File: src/sv/scd_pkg.sv
// shared constants, types and helpers for the statement dependence classifier
// no dependencies; imported by scd_ctrl, scd_dp and statement_dependence_classifier
package scd_pkg;

	localparam int MAX_STMTS = 8;
	localparam int IDX_W     = $clog2(MAX_STMTS);
	localparam int CNT_W     = $clog2(MAX_STMTS + 1);

	localparam int VAR_W     = 6;
	localparam int VAR_SPAN  = 1 << VAR_W;
	localparam int MASK_W    = 52;
	localparam int STMT_W    = 3;
	localparam int REL_W     = 2;

	localparam int IN_DATA_W  = ((VAR_W + MASK_W + 7) / 8) * 8;
	localparam int OUT_BITS   = 2 * STMT_W + REL_W;
	localparam int OUT_DATA_W = ((OUT_BITS + 7) / 8) * 8;

	localparam logic [REL_W-1:0] REL_INDEP  = 2'd0;
	localparam logic [REL_W-1:0] REL_ANTI   = 2'd1;
	localparam logic [REL_W-1:0] REL_FLOW   = 2'd2;
	localparam logic [REL_W-1:0] REL_OUTPUT = 2'd3;

	typedef struct packed {
		logic              wr_en;
		logic [IDX_W-1:0]  wr_addr;
		logic [VAR_W-1:0]  wr_var;
		logic [MASK_W-1:0] wr_mask;
		logic              rd_en;
		logic [IDX_W-1:0]  rd_i;
		logic [IDX_W-1:0]  rd_j;
		logic              rd_last;
		logic              rd_ovf;
	} scd_cmd_t;

	typedef struct packed {
		logic issue_ok;
	} scd_status_t;

	// codes at or above the mask width read as not present
	function automatic logic reads_var(input logic [MASK_W-1:0] mask,
		input logic [VAR_W-1:0] var_code);
		logic [VAR_SPAN-1:0] ext;
		ext = {{(VAR_SPAN - MASK_W){1'b0}}, mask};
		return ext[var_code];
	endfunction

endpackage

File: src/sv/scd_ctrl.sv
// controller: statement loading, run bookkeeping and pair sweep sequencing
// depends on scd_pkg; drives scd_dp through scd_cmd_t / scd_status_t
module scd_ctrl
	import scd_pkg::*;
(
	input  logic              clk,
	input  logic              arst_n,
	input  logic              in_valid,
	output logic              in_ready,
	input  logic [VAR_W-1:0]  in_var,
	input  logic [MASK_W-1:0] in_mask,
	input  logic              in_last,
	input  scd_status_t       status,
	output scd_cmd_t          cmd
);

	localparam logic ST_LOAD  = 1'b0;
	localparam logic ST_PAIRS = 1'b1;

	logic             state_q;
	logic [CNT_W-1:0] count_q;
	logic             ovf_q;
	logic [CNT_W-1:0] total_q;
	logic             run_ovf_q;
	logic [IDX_W-1:0] i_q;
	logic [IDX_W-1:0] j_q;

	logic             accept;
	logic             room;
	logic [CNT_W-1:0] count_after;
	logic             ovf_after;
	logic             j_end;
	logic             pair_last;
	logic             issue;

	assign in_ready = (state_q == ST_LOAD);
	assign accept   = in_valid && in_ready;
	assign room     = (count_q < CNT_W'(MAX_STMTS));

	assign count_after = room ? count_q + CNT_W'(1) : count_q;
	assign ovf_after   = ovf_q || !room;

	assign j_end     = ({1'b0, j_q} == total_q - CNT_W'(1));
	assign pair_last = j_end && ({1'b0, i_q} == total_q - CNT_W'(2));
	assign issue     = (state_q == ST_PAIRS) && status.issue_ok;

	always_comb begin
		cmd         = '0;
		cmd.wr_en   = accept && room;
		cmd.wr_addr = count_q[IDX_W-1:0];
		cmd.wr_var  = in_var;
		cmd.wr_mask = in_mask;
		cmd.rd_en   = issue;
		cmd.rd_i    = i_q;
		cmd.rd_j    = j_q;
		cmd.rd_last = pair_last;
		cmd.rd_ovf  = run_ovf_q;
	end

	always_ff @(posedge clk or negedge arst_n) begin
		if (!arst_n) begin
			state_q   <= ST_LOAD;
			count_q   <= '0;
			ovf_q     <= 1'b0;
			total_q   <= '0;
			run_ovf_q <= 1'b0;
			i_q       <= '0;
			j_q       <= '0;
		end else begin
			case (state_q)
				ST_LOAD: begin
					if (accept) begin
						if (in_last) begin
							count_q <= '0;
							ovf_q   <= 1'b0;
							if (count_after >= CNT_W'(2)) begin
								state_q   <= ST_PAIRS;
								total_q   <= count_after;
								run_ovf_q <= ovf_after;
								i_q       <= '0;
								j_q       <= IDX_W'(1);
							end
						end else begin
							count_q <= count_after;
							ovf_q   <= ovf_after;
						end
					end
				end
				ST_PAIRS: begin
					if (issue) begin
						if (pair_last) begin
							state_q <= ST_LOAD;
						end else if (j_end) begin
							i_q <= i_q + IDX_W'(1);
							j_q <= i_q + IDX_W'(2);
						end else begin
							j_q <= j_q + IDX_W'(1);
						end
					end
				end
				default: begin
					state_q <= ST_LOAD;
				end
			endcase
		end
	end

`ifndef SYNTHESIS
	a_pair_order: assert property (@(posedge clk) disable iff (!arst_n)
		(state_q == ST_PAIRS) |-> (i_q < j_q))
		else $error("pair sweep index order broken");

	a_pair_bound: assert property (@(posedge clk) disable iff (!arst_n)
		(state_q == ST_PAIRS) |-> ({1'b0, j_q} < total_q && total_q >= CNT_W'(2)))
		else $error("pair sweep beyond stored statements");

	a_last_ends: assert property (@(posedge clk) disable iff (!arst_n)
		(issue && pair_last) |=> (state_q == ST_LOAD))
		else $error("sweep did not end after final pair");

	a_count_cap: assert property (@(posedge clk) disable iff (!arst_n)
		count_q <= CNT_W'(MAX_STMTS))
		else $error("statement count above capacity");
`endif

endmodule

File: src/sv/scd_dp.sv
// datapath: statement store, registered pair read, classification, output register
// depends on scd_pkg; commanded by scd_ctrl
module scd_dp
	import scd_pkg::*;
(
	input  logic              clk,
	input  logic              arst_n,
	input  scd_cmd_t          cmd,
	output scd_status_t       status,
	output logic              out_valid,
	input  logic              out_ready,
	output logic [STMT_W-1:0] out_first,
	output logic [STMT_W-1:0] out_second,
	output logic [REL_W-1:0]  out_rel,
	output logic              out_last,
	output logic              out_ovf
);

	logic [VAR_W-1:0]  var_mem  [MAX_STMTS];
	logic [MASK_W-1:0] mask_mem [MAX_STMTS];

	logic              valid_s1;
	logic [VAR_W-1:0]  var_i_s1;
	logic [VAR_W-1:0]  var_j_s1;
	logic [MASK_W-1:0] mask_i_s1;
	logic [MASK_W-1:0] mask_j_s1;
	logic [IDX_W-1:0]  i_s1;
	logic [IDX_W-1:0]  j_s1;
	logic              last_s1;
	logic              ovf_s1;

	logic              out_valid_q;
	logic [STMT_W-1:0] first_q;
	logic [STMT_W-1:0] second_q;
	logic [REL_W-1:0]  rel_q;
	logic              last_q;
	logic              ovf_q;

	logic              out_free;
	logic [REL_W-1:0]  rel;

	assign out_free        = !out_valid_q || out_ready;
	assign status.issue_ok = !valid_s1 || out_free;

	always_ff @(posedge clk) begin
		if (cmd.wr_en) begin
			var_mem[cmd.wr_addr]  <= cmd.wr_var;
			mask_mem[cmd.wr_addr] <= cmd.wr_mask;
		end
		if (cmd.rd_en) begin
			var_i_s1  <= var_mem[cmd.rd_i];
			var_j_s1  <= var_mem[cmd.rd_j];
			mask_i_s1 <= mask_mem[cmd.rd_i];
			mask_j_s1 <= mask_mem[cmd.rd_j];
			i_s1      <= cmd.rd_i;
			j_s1      <= cmd.rd_j;
			last_s1   <= cmd.rd_last;
			ovf_s1    <= cmd.rd_ovf;
		end
	end

	// anti, then flow, then output dependence
	always_comb begin
		if (reads_var(mask_i_s1, var_j_s1)) begin
			rel = REL_ANTI;
		end else if (reads_var(mask_j_s1, var_i_s1)) begin
			rel = REL_FLOW;
		end else if (var_i_s1 == var_j_s1) begin
			rel = REL_OUTPUT;
		end else begin
			rel = REL_INDEP;
		end
	end

	always_ff @(posedge clk or negedge arst_n) begin
		if (!arst_n) begin
			valid_s1    <= 1'b0;
			out_valid_q <= 1'b0;
		end else begin
			if (cmd.rd_en) begin
				valid_s1 <= 1'b1;
			end else if (out_free) begin
				valid_s1 <= 1'b0;
			end
			if (out_free) begin
				out_valid_q <= valid_s1;
			end
		end
	end

	always_ff @(posedge clk) begin
		if (out_free && valid_s1) begin
			first_q  <= STMT_W'(i_s1);
			second_q <= STMT_W'(j_s1);
			rel_q    <= rel;
			last_q   <= last_s1;
			ovf_q    <= ovf_s1;
		end
	end

	assign out_valid  = out_valid_q;
	assign out_first  = first_q;
	assign out_second = second_q;
	assign out_rel    = rel_q;
	assign out_last   = last_q;
	assign out_ovf    = ovf_q;

endmodule

File: src/sv/statement_dependence_classifier.sv
// Statements load at one beat per cycle; up to MAX_STMTS (8) are kept and any
// beyond that are dropped and reported through the overflow flag. The beat with
// tlast ends the run: for n stored statements the block then emits n(n-1)/2 pair
// results, one per cycle while m_tready stays high, in order of the earlier index
// and then the later one, with the final pair marked by tlast. A pair passes from issue
// through the store read register, then classification into the output register;
// the pair sweep is paced by the store's two read ports and pauses while the output
// register is held. Input tready stays low while the sweep issues pairs, and a run
// with fewer than two stored statements gives no result.
// depends on scd_pkg, scd_ctrl, scd_dp
module statement_dependence_classifier
	import scd_pkg::*;
(
	input  logic                  clk,
	input  logic                  arst_n,
	input  logic                  s_tvalid,
	output logic                  s_tready,
	input  logic [IN_DATA_W-1:0]  s_tdata,  // written_var, read_mask, zero fill
	input  logic                  s_tlast,
	output logic                  m_tvalid,
	input  logic                  m_tready,
	output logic [OUT_DATA_W-1:0] m_tdata,  // first_stmt, second_stmt, relation
	output logic                  m_tlast,
	output logic                  m_tuser   // overflowed
);

	scd_cmd_t          cmd;
	scd_status_t       status;
	logic [STMT_W-1:0] first_stmt;
	logic [STMT_W-1:0] second_stmt;
	logic [REL_W-1:0]  relation;

	scd_ctrl u_ctrl (
		.clk      (clk),
		.arst_n   (arst_n),
		.in_valid (s_tvalid),
		.in_ready (s_tready),
		.in_var   (s_tdata[VAR_W-1:0]),
		.in_mask  (s_tdata[VAR_W+MASK_W-1:VAR_W]),
		.in_last  (s_tlast),
		.status   (status),
		.cmd      (cmd)
	);

	scd_dp u_dp (
		.clk        (clk),
		.arst_n     (arst_n),
		.cmd        (cmd),
		.status     (status),
		.out_valid  (m_tvalid),
		.out_ready  (m_tready),
		.out_first  (first_stmt),
		.out_second (second_stmt),
		.out_rel    (relation),
		.out_last   (m_tlast),
		.out_ovf    (m_tuser)
	);

	assign m_tdata = OUT_DATA_W'({relation, second_stmt, first_stmt});

endmodule
File: config.mk
export PLATFORM = sky130hd
export DESIGN_NAME = statement_dependence_classifier
export DESIGN_NICKNAME = d
export VERILOG_FILES = /design/src/sv/scd_pkg.sv /design/src/sv/scd_ctrl.sv /design/src/sv/scd_dp.sv /design/src/sv/statement_dependence_classifier.sv
export SDC_FILE = /design/constraint.sdc
export NUM_CORES = 1
export LEC_CHECK = 0
export BUFFER_PORTS_ARGS = -buffer_cell sky130_fd_sc_hd__buf_4
export CORE_ASPECT_RATIO = 1.4
export CORE_MARGIN = 4
export CORE_UTILIZATION = 55
export DETAILED_ROUTE_END_ITERATION = 10
export GPL_ROUTABILITY_DRIVEN = 0
export PLACE_DENSITY = 0.75
export SETUP_SLACK_MARGIN = 0.4
export SLEW_MARGIN = 30
export SYNTH_ARGS = -nofsm -noshare
export SYNTH_HDL_FRONTEND = slang
export SYNTH_SLANG_ARGS = --single-unit
File: constraint.sdc
create_clock -name clk -period 5.27 [get_ports clk]
set_clock_uncertainty 0.1 [all_clocks]
set_input_delay 0.7905 -clock clk [delete_from_list [all_inputs] [get_ports clk]]
set_output_delay 0.7905 -clock clk [all_outputs]
set_load 0.01 [all_outputs]
==> run summary <==
On the critical path, the stage with the largest delay is an instance of sky130_fd_sc_hd__edfxtp_1. The number of setup violations in the final report came out at 0. By area the synthesized netlist is led by sky130_fd_sc_hd__edfxtp_1, sky130_fd_sc_hd__mux4_2, sky130_fd_sc_hd__nand2_1.

The area of the mapped netlist is 27000 um2, and the fraction of met2 tracks used by global routing is 41.6%. The arrival time of the worst setup path came out at 3330 ps. The tools report the final global-route overflow total as 0. Clock tree synthesis inserted a total of 56 buffers. The number of H-tree levels is 2, and the highest net fanout along the worst path is 13. Traced cell by cell, the critical path runs through mux4_1, mux2i_1, o311ai_1, o32ai_2, nor4_1, a21oi_1. From synthesis to final layout, the design area changed by 12.2%. Summing the sequential cell areas from Yosys gives 68.3% of the chip area.

The number of sinks on the clock net is 617. The average cell area after synthesis was 19.9 um2; the required time reported for the critical path endpoint was 5490 ps. For this run, the total global-route usage over all layers was measured as 22.8%. The largest stage delay on the critical path was 990 ps; the area taken by multi-input logic gates was 8220 um2. The initial antenna violation count came out at 3. The logs give 3.66% for the met3 track demand over resource and 95 for the total number of placement rows. The tools report the end of the worst hold path as u_dp.out_first[1]$_DFFE_PP_.

The clock period could shrink to 3110 ps. Register bit count reported by yosys: 617. Measured in cells, the most critical reg-to-reg path has a length of 6.

The routed layout has 13.7k vias. In this run, synthesis inferred 598 flip-flops with an integrated enable. The overall die height came out at 270 um.

Counting every net in the synthesized netlist gives 1432. Clock tree synthesis selected as its root buffer the cell sky130_fd_sc_hd__clkbuf_16. Detail-routed net length per standard cell: 28.2 um.

For the filler cell count, the log shows 3296. After detailed routing, the number of remaining DRC violations is 0. Setup repair after global routing left no endpoint under its margin. The count of nets left with antenna violations once routing finished came out at 0.

The leakage power came out at 9.95 nW. The worst setup path is captured at a flip-flop. The start-to-end type of the worst setup path was reg -> reg. STA classifies the critical path startpoint as a flip-flop. Across all register-to-register paths, the minimum setup slack is 2160 ps.

In the finished design, the share of the clock period the worst path needs comes to 59.1%. The number of instances on the worst hold path is 0. The number of I/O port buffers came out at 74. The synthesized design spends more area on one cell type than any other, namely sky130_fd_sc_hd__edfxtp_1. Once the floorplan was initialized, standard cells occupied 55.9% of the core.

The buffer depth of the longest clock path is 3. After clock tree synthesis, the clock-pin slew on the worst setup and hold paths is 70 ps. The number of max-slew violations in the final report came out at 0. Peak ir drop on the vdd network: 0.000447 V. The worst slew slack as a fraction of its limit is 35.0%.

The most used flip-flop cell after synthesis is sky130_fd_sc_hd__edfxtp_1. The transition time of the tightest slew-check pin is 976 ps, and the share of cells above drive strength 1 is 34.8%. The die is 195 um wide. The maximum number of pins on one net before global-route repair came out at 88.

The overall die area came out at 52700 um2. Layer with the highest usage after global routing: met2. The number of global-route vias before repair came out at 14.7k. The run finished with clean final reports. The count of warnings emitted by yosys was 0.

The synthesized instance count came out at 1357. After floorplanning, the core was sized to cover 48300 um2. Clock latency on the worst-skew pair, taken at its later pin, is 590 ps. Detailed placement finished with a half-perimeter wire length of 33.1 mm. The maximum clock rate was 321 MHz.

The mean number of vias per cell was 6.45. Overall power consumption after layout is estimated at 16.6 mW. The worst reg2reg path startpoint is u_dp.var_j_s1[0]$_DFFE_PP_. The first global-routing pass estimated 90.6 mm of wire. TritonCTS built the clock tree. The number of hold-slack violations in the final timing report was 0; the area taken by flip-flops and latches was 18400 um2. For the final routed database, the setup TNS stands at 0 ps.

The logs give 1397 for the initial detailed-routing violation count and 81 for the I/O pin count. The final layout contains 1515 nets. For this design the ratio of total power to cell area is 549 nW/um2. In the synthesized netlist the async set-or-reset flop fraction comes to 3.08%. For this run, global-route usage on met1 was measured as 28.4%. The distinct cell type count of the synthesized netlist was 45; the routed wire length was 59.8 mm.

The worst hold-check path type is reg -> reg. The startpoint identified for the worst hold timing path is u_dp.i_s1[1]$_DFFE_PP_. The pre-antenna-repair detailed-routing pass consisted of 5 iterations.

Max-cap violations in this run came to 0. Total of cells resized after clock tree synthesis: 0. The worst register-to-register path ends at u_dp.out_rel[1]$_SDFFCE_PP0P_. The top cell type by area accounts for 66.5% of the synthesized area.
-- what timing repair did --
action                     in CTS  in global routing
buffers inserted                0                  0
hold endpoints to repair       19                  0
setup endpoints to repair       0                  0
hold buffers                    1                  0
-- flip-flops by register name, indices dropped and copies added, names as in the netlist, 2 cells and up --
signal and cells:
u_ctrl.count_q 4, u_ctrl.i_q 3, u_ctrl.j_q 3, u_ctrl.total_q 4
u_dp.i_s1 3, u_dp.j_s1 3, u_dp.mask_i_s1 52, u_dp.mask_j_s1 52
u_dp.mask_mem 416, u_dp.out_first 3, u_dp.out_rel 2, u_dp.out_second 3
u_dp.var_i_s1 6, u_dp.var_j_s1 6, u_dp.var_mem 48
-- Yosys cell counts, types with 3 or more instances --
cell / count
sky130_fd_sc_hd__inv_1: 11
sky130_fd_sc_hd__dfrtp_1: 19
sky130_fd_sc_hd__mux2_2: 60
sky130_fd_sc_hd__xor2_1: 8
sky130_fd_sc_hd__o21ai_0: 11
sky130_fd_sc_hd__nand2_1: 193
sky130_fd_sc_hd__mux4_1: 4
sky130_fd_sc_hd__buf_2: 29
sky130_fd_sc_hd__a21oi_1: 7
sky130_fd_sc_hd__nor3_1: 5
sky130_fd_sc_hd__xnor2_1: 9
sky130_fd_sc_hd__buf_1: 11
sky130_fd_sc_hd__mux2i_1: 19
sky130_fd_sc_hd__nand3_1: 6
sky130_fd_sc_hd__edfxtp_1: 598
sky130_fd_sc_hd__o22ai_1: 3
sky130_fd_sc_hd__nor2_1: 17
sky130_fd_sc_hd__ha_1: 6
sky130_fd_sc_hd__nor2b_1: 8
sky130_fd_sc_hd__clkbuf_1: 41
sky130_fd_sc_hd__mux4_2: 253
sky130_fd_sc_hd__nand2b_1: 6
-- stage by stage --
step	hold WS [ps]	util [%]	area [um2]	std cells	setup WS [ps]
6_report	318	62.8	30300	2120	2160
3_3_place_gp	302	58.9	28400	2007	1720
5_1_grt	308	62.8	30300	2118	2050
4_1_cts	296	62.7	30300	2116	2070
2_1_floorplan	300	-	27000	1357	866
3_5_place_dp	305	59.1	28500	2010	1710
-- worst max-delay path by stage --
stage / slack, ps / depth (start not counted) / to / start
after floorplan: 870 / 4 / u_dp.mask_mem[7][0]$_DFFE_PP_ / s_tvalid
after global placement: 1720 / 5 / u_dp.mask_mem[5][32]$_DFFE_PP_ / s_tvalid
after detailed placement: 1710 / 5 / u_dp.mask_mem[2][7]$_DFFE_PP_ / s_tvalid
after CTS: 2070 / 4 / u_dp.mask_mem[2][10]$_DFFE_PP_ / u_ctrl.state_q$_DFF_PN0_
after global routing: 2050 / 4 / u_dp.mask_mem[7][48]$_DFFE_PP_ / u_ctrl.state_q$_DFF_PN0_
final: 2160 / 6 / u_dp.out_rel[1]$_SDFFCE_PP0P_ / u_dp.var_j_s1[0]$_DFFE_PP_
-- report_power, final --
part,internal [mW],switching (mW),total [mW],leakage [nW]
sequential,6.57,0.717,7.28,5.72
combinational,2.78,2.66,5.44,3.37
clock,2.18,1.73,3.91,0.855
total,11.5,5.11,16.6,9.95
-- logic make-up (layout without fill, tap and decap cells) --
family / Yosys count / after routing / synth area share [%]
XOR/XNOR: 17 / 17 / 0.551
flip-flops: 617 / 617 / 68.3
other: 0 / 3 / 0
multiplexers: 336 / 336 / 24.7
AND/OR/NAND/NOR: 245 / 245 / 3.69
buffers and inverters: 97 / 227 / 1.54
adder cells (fa/ha/maj): 6 / 6 / 0.278
AO/OA/AOI/OAI: 39 / 39 / 0.973
-- area by class of cell --
type                       count  share of cell area (%)
timing repair buffer         109                    3.39
multi-input combinational    643                    27.1
clock buffer                  70                    4.87
antenna                        3                  0.0248
tap                          630                    2.60
inverter                      13                   0.182
clock inverter                35                   0.905
sequential                   617                    60.9
-- placed cells by master, fill, tap and decap left out, types with 3 or more instances in the layout --
| cell type | n |
|---|---|
| sky130_fd_sc_hd__inv_6 | 3 |
| sky130_fd_sc_hd__inv_1 | 10 |
| sky130_fd_sc_hd__buf_16 | 3 |
| sky130_fd_sc_hd__clkinv_2 | 14 |
| sky130_fd_sc_hd__nand2_1 | 193 |
| sky130_fd_sc_hd__nor2_4 | 6 |
| sky130_fd_sc_hd__nor2b_1 | 8 |
| sky130_fd_sc_hd__nor3_1 | 3 |
| sky130_fd_sc_hd__bufinv_16 | 4 |
| sky130_fd_sc_hd__clkbuf_1 | 13 |
| sky130_fd_sc_hd__dfrtp_4 | 4 |
| sky130_fd_sc_hd__clkbuf_16 | 57 |
| sky130_fd_sc_hd__xor2_1 | 8 |
| sky130_fd_sc_hd__nand3_1 | 6 |
| sky130_fd_sc_hd__mux4_1 | 4 |
| sky130_fd_sc_hd__ha_1 | 6 |
| sky130_fd_sc_hd__dfrtp_1 | 14 |
| sky130_fd_sc_hd__edfxtp_1 | 598 |
| sky130_fd_sc_hd__o21ai_0 | 11 |
| sky130_fd_sc_hd__clkinvlp_4 | 3 |
| sky130_fd_sc_hd__buf_4 | 93 |
| sky130_fd_sc_hd__o22ai_1 | 3 |
| sky130_fd_sc_hd__mux4_2 | 253 |
| sky130_fd_sc_hd__buf_12 | 11 |
| sky130_fd_sc_hd__diode_2 | 3 |
| sky130_fd_sc_hd__a21oi_1 | 7 |
| sky130_fd_sc_hd__nand2b_1 | 6 |
| sky130_fd_sc_hd__nor2_1 | 11 |
| sky130_fd_sc_hd__clkinv_1 | 13 |
| sky130_fd_sc_hd__xnor2_1 | 9 |
| sky130_fd_sc_hd__mux2i_1 | 19 |
| sky130_fd_sc_hd__mux2_2 | 60 |
-- worst max-delay path: cells and delay by family (launching register included) --
family / cells / cell delay, ps
and+or+nand+nor: 1 / 480
DFF: 1 / 990
muxes: 2 / 690
AOI/OAI and AO/OA: 3 / 570
-- layer usage --
layer,vias to the layer above,part of all wire (%)
met5,-,0.064
li1,5774,-
met4,4,2.5
met2,512,55
met3,88,6.3
met1,7304,36
No activity file was read; power rests on OpenSTA's default activity.
